### config.mk
export PLATFORM = sky130hd
export DESIGN_NAME = byte_stuffed_frame_receiver_crc16_core
export DESIGN_NICKNAME = d
export VERILOG_FILES = /design/src/design/bsfr_pkg.sv /design/src/design/bsfr_front.sv /design/src/design/bsfr_queue.sv /design/src/design/bsfr_back.sv /design/src/design/byte_stuffed_frame_receiver_crc16_core.sv
export SDC_FILE = /design/constraint.sdc
export NUM_CORES = 1
export LEC_CHECK = 0
export ABC_AREA = 0
export BUFFER_PORTS_ARGS = -buffer_cell sky130_fd_sc_hd__buf_2
export CAP_MARGIN = 10
export CELL_PAD_IN_SITES_DETAIL_PLACEMENT = 0
export CELL_PAD_IN_SITES_GLOBAL_PLACEMENT = 1
export CORE_MARGIN = 1
export CORE_UTILIZATION = 40
export DETAILED_ROUTE_END_ITERATION = 12
export PLACE_DENSITY = 0.75
export SLEW_MARGIN = 25
export SYNTH_ARGS = -nofsm -noshare
export SYNTH_HDL_FRONTEND = slang
export SYNTH_HIERARCHICAL = 1
export SYNTH_SLANG_ARGS = --single-unit
### constraint.sdc
create_clock -name clk -period 5.3 [get_ports clk]
set_input_delay 1.325 -clock clk [delete_from_list [all_inputs] [get_ports clk]]
set_output_delay 1.325 -clock clk [all_outputs]
set_load 0.05 [all_outputs]
### src/design/bsfr_pkg.sv
// Shared types, codes and the CRC step for the byte-stuffed frame receiver.
// No dependencies; used by every module of the block.
package bsfr_pkg;

	localparam logic [7:0]  FLAG_BYTE   = 8'h7E;
	localparam logic [7:0]  ESC_BYTE    = 8'h7D;
	localparam logic [7:0]  ESC_XOR     = 8'h20;
	localparam logic [15:0] CRC_POLY    = 16'h8408;
	localparam int          QUEUE_DEPTH = 2;

	typedef enum logic [1:0] {
		CMD_DATA,
		CMD_CLOSE,
		CMD_NOSTART
	} cmd_kind_t;

	typedef struct packed {
		cmd_kind_t   kind;
		logic [7:0]  data;
	} cmd_t;

	typedef enum logic [1:0] {
		ST_OK      = 2'd0,
		ST_NOSTART = 2'd1,
		ST_SHORT   = 2'd2,
		ST_CRC     = 2'd3
	} status_t;

	function automatic logic [15:0] crc_step(input logic [15:0] crc, input logic [7:0] b);
		logic [15:0] c;
		c = crc ^ {8'h00, b};
		for (int i = 0; i < 8; i++) begin
			if (c[0]) begin
				c = (c >> 1) ^ CRC_POLY;
			end else begin
				c = c >> 1;
			end
		end
		return c;
	endfunction

endpackage

### src/design/bsfr_front.sv
// Front end: tracks delimiter and escape state and turns raw bytes into commands.
// Depends on bsfr_pkg.
module bsfr_front (
	input  logic                clk,
	input  logic                arst_n,
	input  logic                in_valid,
	input  logic [7:0]          in_byte,
	input  logic                in_ready,
	output logic                push,
	output bsfr_pkg::cmd_t      cmd
);

	typedef enum logic [1:0] {
		WAIT_FLAG,
		READ_MSG,
		READ_ESC
	} mode_t;

	mode_t mode_q;
	logic  accept;

	assign accept = in_valid && in_ready;

	always_comb begin
		push      = 1'b0;
		cmd.kind  = bsfr_pkg::CMD_DATA;
		cmd.data  = in_byte;
		case (mode_q)
			READ_MSG: begin
				if (in_byte == bsfr_pkg::FLAG_BYTE) begin
					push     = accept;
					cmd.kind = bsfr_pkg::CMD_CLOSE;
				end else if (in_byte != bsfr_pkg::ESC_BYTE) begin
					push = accept;
				end
			end
			READ_ESC: begin
				push     = accept;
				cmd.data = in_byte ^ bsfr_pkg::ESC_XOR;
			end
			default: begin
				if (in_byte != bsfr_pkg::FLAG_BYTE) begin
					push     = accept;
					cmd.kind = bsfr_pkg::CMD_NOSTART;
				end
			end
		endcase
	end

	always_ff @(posedge clk or negedge arst_n) begin
		if (!arst_n) begin
			mode_q <= WAIT_FLAG;
		end else if (accept) begin
			case (mode_q)
				READ_MSG: begin
					if (in_byte == bsfr_pkg::FLAG_BYTE) begin
						mode_q <= WAIT_FLAG;
					end else if (in_byte == bsfr_pkg::ESC_BYTE) begin
						mode_q <= READ_ESC;
					end
				end
				READ_ESC: begin
					mode_q <= READ_MSG;
				end
				default: begin
					if (in_byte == bsfr_pkg::FLAG_BYTE) begin
						mode_q <= READ_MSG;
					end
				end
			endcase
		end
	end

endmodule

### src/design/bsfr_queue.sv
// Short command queue between front and back ends.
// Depends on bsfr_pkg.
module bsfr_queue #(
	parameter int DEPTH = bsfr_pkg::QUEUE_DEPTH
) (
	input  logic            clk,
	input  logic            arst_n,
	input  logic            push,
	input  bsfr_pkg::cmd_t  push_cmd,
	output logic            push_ready,
	input  logic            pop,
	output logic            pop_valid,
	output bsfr_pkg::cmd_t  pop_cmd
);

	localparam int PTR_W = (DEPTH > 1) ? $clog2(DEPTH) : 1;
	localparam int CNT_W = $clog2(DEPTH + 1);

	bsfr_pkg::cmd_t    mem_q [DEPTH];
	logic [PTR_W-1:0]  wr_ptr_q;
	logic [PTR_W-1:0]  rd_ptr_q;
	logic [CNT_W-1:0]  cnt_q;
	logic              do_push;
	logic              do_pop;

	assign push_ready = (cnt_q != CNT_W'(DEPTH));
	assign pop_valid  = (cnt_q != '0);
	assign pop_cmd    = mem_q[rd_ptr_q];
	assign do_push    = push && push_ready;
	assign do_pop     = pop && pop_valid;

	always_ff @(posedge clk) begin
		if (do_push) begin
			mem_q[wr_ptr_q] <= push_cmd;
		end
	end

	always_ff @(posedge clk or negedge arst_n) begin
		if (!arst_n) begin
			wr_ptr_q <= '0;
			rd_ptr_q <= '0;
			cnt_q    <= '0;
		end else begin
			if (do_push) begin
				wr_ptr_q <= (wr_ptr_q == PTR_W'(DEPTH - 1)) ? '0 : wr_ptr_q + 1'b1;
			end
			if (do_pop) begin
				rd_ptr_q <= (rd_ptr_q == PTR_W'(DEPTH - 1)) ? '0 : rd_ptr_q + 1'b1;
			end
			if (do_push && !do_pop) begin
				cnt_q <= cnt_q + 1'b1;
			end else if (!do_push && do_pop) begin
				cnt_q <= cnt_q - 1'b1;
			end
		end
	end

endmodule

### src/design/bsfr_back.sv
// Back end: CRC, decoded-byte count, two-byte hold and the result register.
// Depends on bsfr_pkg.
module bsfr_back (
	input  logic            clk,
	input  logic            arst_n,
	input  logic            cmd_valid,
	input  bsfr_pkg::cmd_t  cmd,
	output logic            pop,
	output logic            out_valid,
	input  logic            out_ready,
	output logic            out_kind,
	output logic [7:0]      out_byte,
	output logic [1:0]      out_status,
	output logic            out_last
);

	logic [15:0] crc_q;
	logic [1:0]  count_q;
	logic [7:0]  held_q [2];
	logic        out_valid_q;
	logic        out_kind_q;
	logic [7:0]  out_byte_q;
	logic [1:0]  out_status_q;
	logic        out_last_q;

	logic        is_data;
	logic        emit;
	logic [1:0]  status;

	assign pop     = cmd_valid && (!out_valid_q || out_ready);
	assign is_data = (cmd.kind == bsfr_pkg::CMD_DATA);
	assign emit    = !is_data || (count_q >= 2'd2);

	always_comb begin
		case (cmd.kind)
			bsfr_pkg::CMD_CLOSE: begin
				if (count_q != 2'd3) begin
					status = bsfr_pkg::ST_SHORT;
				end else if (crc_q != 16'h0000) begin
					status = bsfr_pkg::ST_CRC;
				end else begin
					status = bsfr_pkg::ST_OK;
				end
			end
			bsfr_pkg::CMD_NOSTART: begin
				status = bsfr_pkg::ST_NOSTART;
			end
			default: begin
				status = bsfr_pkg::ST_OK;
			end
		endcase
	end

	always_ff @(posedge clk) begin
		if (pop && is_data) begin
			if (count_q >= 2'd2) begin
				held_q[0] <= held_q[1];
				held_q[1] <= cmd.data;
			end else if (count_q[0]) begin
				held_q[1] <= cmd.data;
			end else begin
				held_q[0] <= cmd.data;
			end
		end
		if (pop && emit) begin
			out_kind_q   <= !is_data;
			out_byte_q   <= is_data ? held_q[0] : 8'h00;
			out_status_q <= status;
			out_last_q   <= !is_data;
		end
	end

	always_ff @(posedge clk or negedge arst_n) begin
		if (!arst_n) begin
			crc_q       <= '0;
			count_q     <= '0;
			out_valid_q <= 1'b0;
		end else begin
			if (pop) begin
				if (is_data) begin
					crc_q <= bsfr_pkg::crc_step(crc_q, cmd.data);
					if (count_q != 2'd3) begin
						count_q <= count_q + 2'd1;
					end
				end else begin
					crc_q   <= '0;
					count_q <= '0;
				end
			end
			if (pop && emit) begin
				out_valid_q <= 1'b1;
			end else if (out_ready) begin
				out_valid_q <= 1'b0;
			end
		end
	end

	assign out_valid  = out_valid_q;
	assign out_kind   = out_kind_q;
	assign out_byte   = out_byte_q;
	assign out_status = out_status_q;
	assign out_last   = out_last_q;

	a_report_clears: assert property (@(posedge clk) disable iff (!arst_n)
		pop && !is_data |=> count_q == 2'd0 && crc_q == 16'h0000)
		else $error("frame state not cleared after report");

	a_payload_full_hold: assert property (@(posedge clk) disable iff (!arst_n)
		pop && is_data && count_q >= 2'd2 |=> out_valid_q && !out_kind_q && count_q == 2'd3)
		else $error("payload emitted without full hold");

	a_short_frame: assert property (@(posedge clk) disable iff (!arst_n)
		pop && cmd.kind == bsfr_pkg::CMD_CLOSE && count_q != 2'd3
		|=> out_valid_q && out_status_q == bsfr_pkg::ST_SHORT)
		else $error("short frame not reported");

endmodule

### src/design/byte_stuffed_frame_receiver_crc16_core.sv
// Top level of the byte-stuffed frame receiver with CRC-16 check.
// Depends on bsfr_pkg, bsfr_front, bsfr_queue and bsfr_back.
//
//   channel  dir  handshake            payload
//   s_*      in   s_tvalid/s_tready    tdata[7:0] rx_byte
//   m_*      out  m_tvalid/m_tready    tdata[7:0] payload_byte, [9:8] frame_status,
//                                      tuser[0] out_kind, tlast frame_last
//
// One byte per cycle unless output stalls; a result registers as its emitting command pops.
// The CRC update in the back end, one byte per cycle, sets the rate.
// Reset clears delimiter state, CRC, count, queue and the output valid.
// A stalled output holds the back end; the queue then fills and drops s_tready.
module byte_stuffed_frame_receiver_crc16_core #(
	parameter int QUEUE_DEPTH = bsfr_pkg::QUEUE_DEPTH
) (
	input  logic        clk,
	input  logic        arst_n,
	input  logic        s_tvalid,
	output logic        s_tready,
	input  logic [7:0]  s_tdata,   // [7:0] rx_byte
	output logic        m_tvalid,
	input  logic        m_tready,
	output logic [15:0] m_tdata,   // [7:0] payload_byte, [9:8] frame_status, [15:10] zero
	output logic        m_tlast,
	output logic [0:0]  m_tuser    // [0] out_kind
);

	logic            push;
	bsfr_pkg::cmd_t  push_cmd;
	logic            pop;
	logic            pop_valid;
	bsfr_pkg::cmd_t  pop_cmd;
	logic            out_kind;
	logic [7:0]      out_byte;
	logic [1:0]      out_status;

	bsfr_front u_front (
		.clk      (clk),
		.arst_n   (arst_n),
		.in_valid (s_tvalid),
		.in_byte  (s_tdata),
		.in_ready (s_tready),
		.push     (push),
		.cmd      (push_cmd)
	);

	bsfr_queue #(
		.DEPTH (QUEUE_DEPTH)
	) u_queue (
		.clk        (clk),
		.arst_n     (arst_n),
		.push       (push),
		.push_cmd   (push_cmd),
		.push_ready (s_tready),
		.pop        (pop),
		.pop_valid  (pop_valid),
		.pop_cmd    (pop_cmd)
	);

	bsfr_back u_back (
		.clk        (clk),
		.arst_n     (arst_n),
		.cmd_valid  (pop_valid),
		.cmd        (pop_cmd),
		.pop        (pop),
		.out_valid  (m_tvalid),
		.out_ready  (m_tready),
		.out_kind   (out_kind),
		.out_byte   (out_byte),
		.out_status (out_status),
		.out_last   (m_tlast)
	);

	assign m_tdata = {6'b000000, out_status, out_byte};
	assign m_tuser = out_kind;

endmodule
======== Yosys cells after proc, flatten, opt, wreduce, memory -nomap -nowiden ========
Memories as Yosys holds them, arrays and structs flattened. A register that Yosys moved wholly into a read port is not among the register bits.
Cells that the tools add are included.
word-level totals
  logic and storage cells ................. 125
  input bits .............................. 12
  RAM bits ................................ 36
  memories ................................ 2
  register bits after elaboration ......... 28
memories
  name           words  width  read ports  clocked after Yosys merged registers in  wr ports  RTL line          source
  u_queue.mem_q  2      10     1           0                                        1         bsfr_queue.sv:19  bsfr_pkg::cmd_t mem_q [DEPTH];
  u_back.held_q  2      8      2           1                                        2         bsfr_back.sv:19   logic [7:0] held_q [2];
operators by class
  bitwise logic cells ..................... 12
  add/sub/neg operators ................... 5
  eq/ne operators ......................... 12
  muxes and demuxes ....................... 61
  $lt $le $gt $ge ......................... 1
  reductions and logical operators ........ 23
operators with widths
  cell                                                              count
  16-bit two-way mux                                                23
  2-bit inverter with 3-bit output                                  8
  1-bit two-way mux                                                 21
  2-bit two-way mux                                                 10
  8-bit by 7-bit == test with 1-bit output (second input constant)  2
  8-bit two-way mux                                                 2
  8-bit by 7-bit != test with 1-bit output (second input constant)  2
  16-bit nonzero test                                               1
  16-bit by 8-bit XOR with 16-bit output                            1
  2-bit case mux with 2 select lines                                3
  1-bit logical AND                                                 8
  6-bit two-way mux                                                 1
  2-bit != test (second input constant)                             3
  2-bit nonzero test                                                3
  1-bit logical NOT                                                 5
  2-bit by 1-bit adder with 2-bit output (second input constant)    2
  2-bit by 1-bit == test with 1-bit output (second input constant)  2
  2-bit == test (second input constant)                             2
  3-bit by 1-bit != test with 1-bit output (second input constant)  1
  3-bit AND reduction                                               1
  3-bit nonzero test                                                1
  1-bit adder (second input constant)                               2
  2-bit greater-or-equal comparator (second input constant)         1
  2-bit logical NOT                                                 1
  other kinds (6)                                                   8

======== Longest topological paths before layout ========
An unclocked memory read counts as a cell.
  depth after elaboration ................. 33
  depth in mapped cells ................... 10
  gate-level depth less buffers ........... 10

======== Modules after synthesis ========
Netlist, hierarchy kept.
by module, submodules not included
  module                                  cells each  instances  area each (sq um)
  bsfr_back                               151         1          2259.7
  bsfr_queue                              49          1          932.1
  bsfr_front                              36          1          294.0
  byte_stuffed_frame_receiver_crc16_core  7           1          48.8

======== Least setup slack after synthesis ========
Ideal clock, no wire load.
  path kind ............................... input to register
  start ................................... input port s_tdata[3]
  end ..................................... memory u_queue/mem_q[0][0] (netlist name), enable pin
  path slack .............................. 2.438 ns
  arrival ................................. 2.486 ns
  library setup time ...................... 0.376 ns
  cell stages on the path ................. 5
  required time ........................... 4.924 ns
  buffers on the path ..................... 0
  cells stage by stage .................... and4b_2 -> a31o_1 -> a21oi_1 -> nand2_1 -> nor2_1
between the ends
  word-level cells in the longest chain between the ends .. 7
RTL lines
  item                                       RTL line                                      source
  start, declared                            byte_stuffed_frame_receiver_crc16_core.sv:20  input logic [7:0] s_tdata,
  8-bit by 7-bit != test with 1-bit output   bsfr_front.sv:33                              end else if (in_byte != bsfr_pkg::ESC_BYTE) begin
  1-bit two-way mux                          bsfr_front.sv:33
  1-bit two-way mux                          bsfr_front.sv:30                              if (in_byte == bsfr_pkg::FLAG_BYTE) begin
  1-bit case mux with 2 select lines *       bsfr_front.sv:28                              case (mode_q)
  net push                                   byte_stuffed_frame_receiver_crc16_core.sv:28  logic push;
  1-bit logical AND *                        bsfr_queue.sv:29                              assign do_push = push && push_ready;
  1-bit two-way mux *                        bsfr_queue.sv:33                              if (do_push) begin
  1-bit two-way mux (not written as such) *  bsfr_queue.sv:34                              mem_q[wr_ptr_q] <= push_cmd;
  end, declared                              bsfr_queue.sv:19
The timed path passes the listed nets; every way through them passes the cells marked *.

======== Final worst setup path ========
  start ................................... input port m_tready
  end ..................................... register u_back.out_byte_q[6], in the netlist u_back/out_byte[6] (read register of u_back.held_q), enable pin
between the ends
  word-level cells in the longest chain between the ends .. 3
RTL lines
  item               RTL line                                      source
  start, declared    byte_stuffed_frame_receiver_crc16_core.sv:22  input logic m_tready,
  1-bit logical OR   bsfr_back.sv:30                               assign pop = cmd_valid && (!out_valid_q || out_ready);
  1-bit logical AND  bsfr_back.sv:30
  1-bit logical AND  bsfr_back.sv:65                               if (pop && emit) begin
  end, declared      bsfr_back.sv:22                               logic [7:0] out_byte_q;
No other way between the ends.
A chain may end at the register's enable or synchronous reset.

==> impl_results.md <==
- Yosys warning count: 6
- Share of the synthesized area in the top cell type: between 30 and 40%
- Max-cap violation count: 0
- Initial antenna violation count: 0
- Final setup viols: 0
- Top cells by area, synth: edfxtp_1 (40%), dfrtp_1 (18%), mux2_2 (6.1%)
- Total routing usage reported by global routing: 14.6%
- CTS tree: built
- Switch Pwr: between 0.7 and 0.8 mW
- Vias in the first global route: 1931
- Vias: between 1500 and 2000
- Setup TNS: 0 ps
- Port Buffers: 25
- Leakage: ~1.6 nW
- Die Height: between 90 and 100 um
- Clk root buf: clkbuf_8
- Tot Pwr: around 2 mW
- Slew HR: 45.4%
- Clk Latency, worst-skew pair: around 340 ps
- Hpwl dp: roughly 4100 um
- Peak Freq: approximately 340 MHz
- Longest Clk Path Bufs: 2
- Resize count post-CTS: 0
- Die area: between 0.009 and 0.01 mm2
- P&R area growth vs syn: 9.91%
- Synthesized area per cell: approximately 15 um2
- Net Sw Frac: about a third
- Core footprint: roughly 0.0084 mm2
- Final nets: between 200 and 300
- DP Area: about 0.0037 mm2
- Yosys cell types: 43
- # DRC: 0
- Worst slew pin tran: between 800 and 900 ps
- Min-delay worst type: reg -> reg
- Final worst path period share: 55.2%
- Worst VDD drop: roughly 0.00023 V
- Ports: 32
- Sequential Power Share: about two fifths
- Worst path max stage delay: around 800 ps
- Global-route wire length before repair: 9590 um
- Largest net degree at the start of global routing: 26
- RSZ-0062 raised after global routing: no
- Final Slew Violations: 0
- Clock Skew: 9.91 ps
- Run status: finished, final reports clean
- Crit Path Class: in -> reg
- Synth Register Bits: slightly above 70
- Drt first pass iters: 4
- CP Capture Type: flop
- Vias per cell: between 5 and 6
- Clock Pin Slew Worst Setup and Hold Paths: ~70 ps
- Slowest-stage cell, CP: nor2_1
- Post-CTS Setup Repair Bufs: 0
- PwrDens: 514 mW/mm2
- Final ANT Viol Nets: 0
- H-tree levels: 3
- Hold Violations, Final: 0
- Synthesized netlist cell count: around 240
- WL final: ~5800 um
- Wirelength per Cell: 15.6 um
- Initial Utilization: between 40 and 50%
- CP Data Required Time: between 5000 and 6000 ps
- Seq/Total Area, Yosys: about 58%
- CP cell instances: buf_2, nand2b_1, nand2_1, nor2_1
- Gate power share: 38.1%
- CP arrival: between 2000 and 3000 ps
- Most frequent cells in the layout: edfxtp_1 (47), buf_2 (25), dfrtp_1 (25)
- Part of the power in the clock network: between 20% and 30%
- CTS Sinks: about 70
- Total internal power: between 1 and 1.5 mW
- Setup crit start kind: input port
- Site Rows: 33
- Fin area: 0.00388 mm2
- Share of cells above drive strength 1: between 20% and 30%
- Synth Cell Area: about 0.0035 mm2
- Fin crit period: 2920 ps
- Area leader, netlist: edfxtp_1
- First DRT Iteration DRCs: 87
- CTS Hold Bufs: 0
- TritonCTS buffer count: 9
- Grt ovf: 0
- Commonest non-fill, non-tap cell in the layout: edfxtp_1
- RePlAce Congestion: ~0.83
- Chip width: about 96 um
- Critical path peak fanout: 20
- Ant diodes: 0
-- synth_stat cells --
master / n
dfrtp_1: 25
nor3_1: 3
a221oi_2: 1
and4b_1: 1
and3_1: 2
o32ai_1: 1
a211o_1: 1
o2bb2ai_1: 7
nand4b_1: 2
xor2_1: 6
conb_1: 1
nand2_1: 7
xnor3_1: 8
mux2_2: 19
buf_2: 2
nand2b_4: 1
nor4_1: 5
a41oi_1: 1
xnor2_1: 12
nor2_1: 9
nand2b_1: 1
xnor2_2: 4
o2111ai_2: 1
a32oi_1: 1
a21boi_0: 1
xor3_1: 1
inv_1: 10
o21ai_0: 2
and4b_2: 1
o21a_1: 3
a31o_1: 1
buf_4: 15
edfxtp_1: 47
nand3_1: 3
a21oi_1: 2
ha_1: 10
clkbuf_1: 3
nand2_4: 1
and2_1: 9
or2_4: 1
and4_1: 1
a22o_1: 10
nor2b_1: 1
-- state kept, by name (all words and copies together), names as in the netlist --
signal / flops
u_back/count_q: 2
u_back/crc_q: 16
u_back/held_q: 16
u_back/out_byte: 8
u_back/out_last: 1
u_back/out_status: 2
u_back/out_valid: 1
u_front/mode_q: 2
u_queue/cnt_q: 2
u_queue/mem_q: 20
u_queue/rd_ptr_q: 1
u_queue/wr_ptr_q: 1
-- final cells by class --
cell class              instances  area (um2)
clock inverters                 6        85.1
flip-flops and latches         72        2040
inverters                      10        37.5
repair buffers                 25         125
well taps                     105         131
multi-input cells             146        1350
fillers                       741        4500
clock buffers                   9         124
-- stage by stage --
| step | hold slack (ps) | cells | worst slack, ps | utilization (%) |
|---|---|---|---|---|
| 2_1_floorplan | 461 | 248 | 2440 | - |
| 3_3_place_gp | 482 | 358 | 2070 | 43.9 |
| 3_5_place_dp | 499 | 358 | 2010 | 43.9 |
| 4_1_cts | 527 | 373 | 2380 | 46.4 |
| 5_1_grt | 538 | 373 | 2180 | 46.4 |
| 6_report | 525 | 373 | 2380 | 46.4 |
-- path summary, 6_finish.rpt --
path | from | to | slack (ps) | depth (start not counted)
worst max register to register | u_queue/rd_ptr_q | u_back/held_q[1][2] | 2520 | 5
worst max-delay path | m_tready | u_back/out_byte[6] | 2380 | 4
worst min register to register | u_back/held_q[0][7] | u_back/out_byte[7] | 530 | 1
max in group asynchronous | arst_n | u_queue/cnt_q[0] | 3920 | 1
worst min-delay path | u_back/held_q[0][7] | u_back/out_byte[7] | 530 | 1
min in group asynchronous | arst_n | u_back/out_valid | 980 | 1
-- cells by family after synthesis --
logic type                 share of synthesized area, %
other                                             0.106
xor gates and xnor gates                           12.1
buffers and inverters                              4.85
muxes                                              6.05
adders and majority gates                          3.54
DFF                                                57.6
AOI/OAI and AO/OA                                  7.72
and+or+nand+nor                                    8.04
-- per-layer routing --
layer / GRT usage [%] / up-vias / wire length (um)
li1: - / 916 / -
met1: 17.5 / 936 / 2650
met2: 24.0 / 55 / 2840
met3: 4.98 / 6 / 259
met4: 5.85 / 0 / 62
met5: 0 / - / 0
-- power by group through the flow --
| stage | clock network, mW | registers, mW | logic [mW] |
|---|---|---|---|
| floorplan | 0 | 0.896 | 0.523 |
| global placement | 0 | 0.785 | 0.755 |
| detailed placement | 0 | 0.791 | 0.764 |
| CTS | 0.473 | 0.779 | 0.768 |
| global route | 0.496 | 0.791 | 0.822 |
| finish | 0.459 | 0.778 | 0.761 |
-- critical path: cells and delay by family --
| kind | cells | cell delay [ps] |
|---|---|---|
| and+or+nand+nor | 3 | 1490 |
| buffers and inverters | 1 | 70 |
Power figures use the tool's default switching activity.
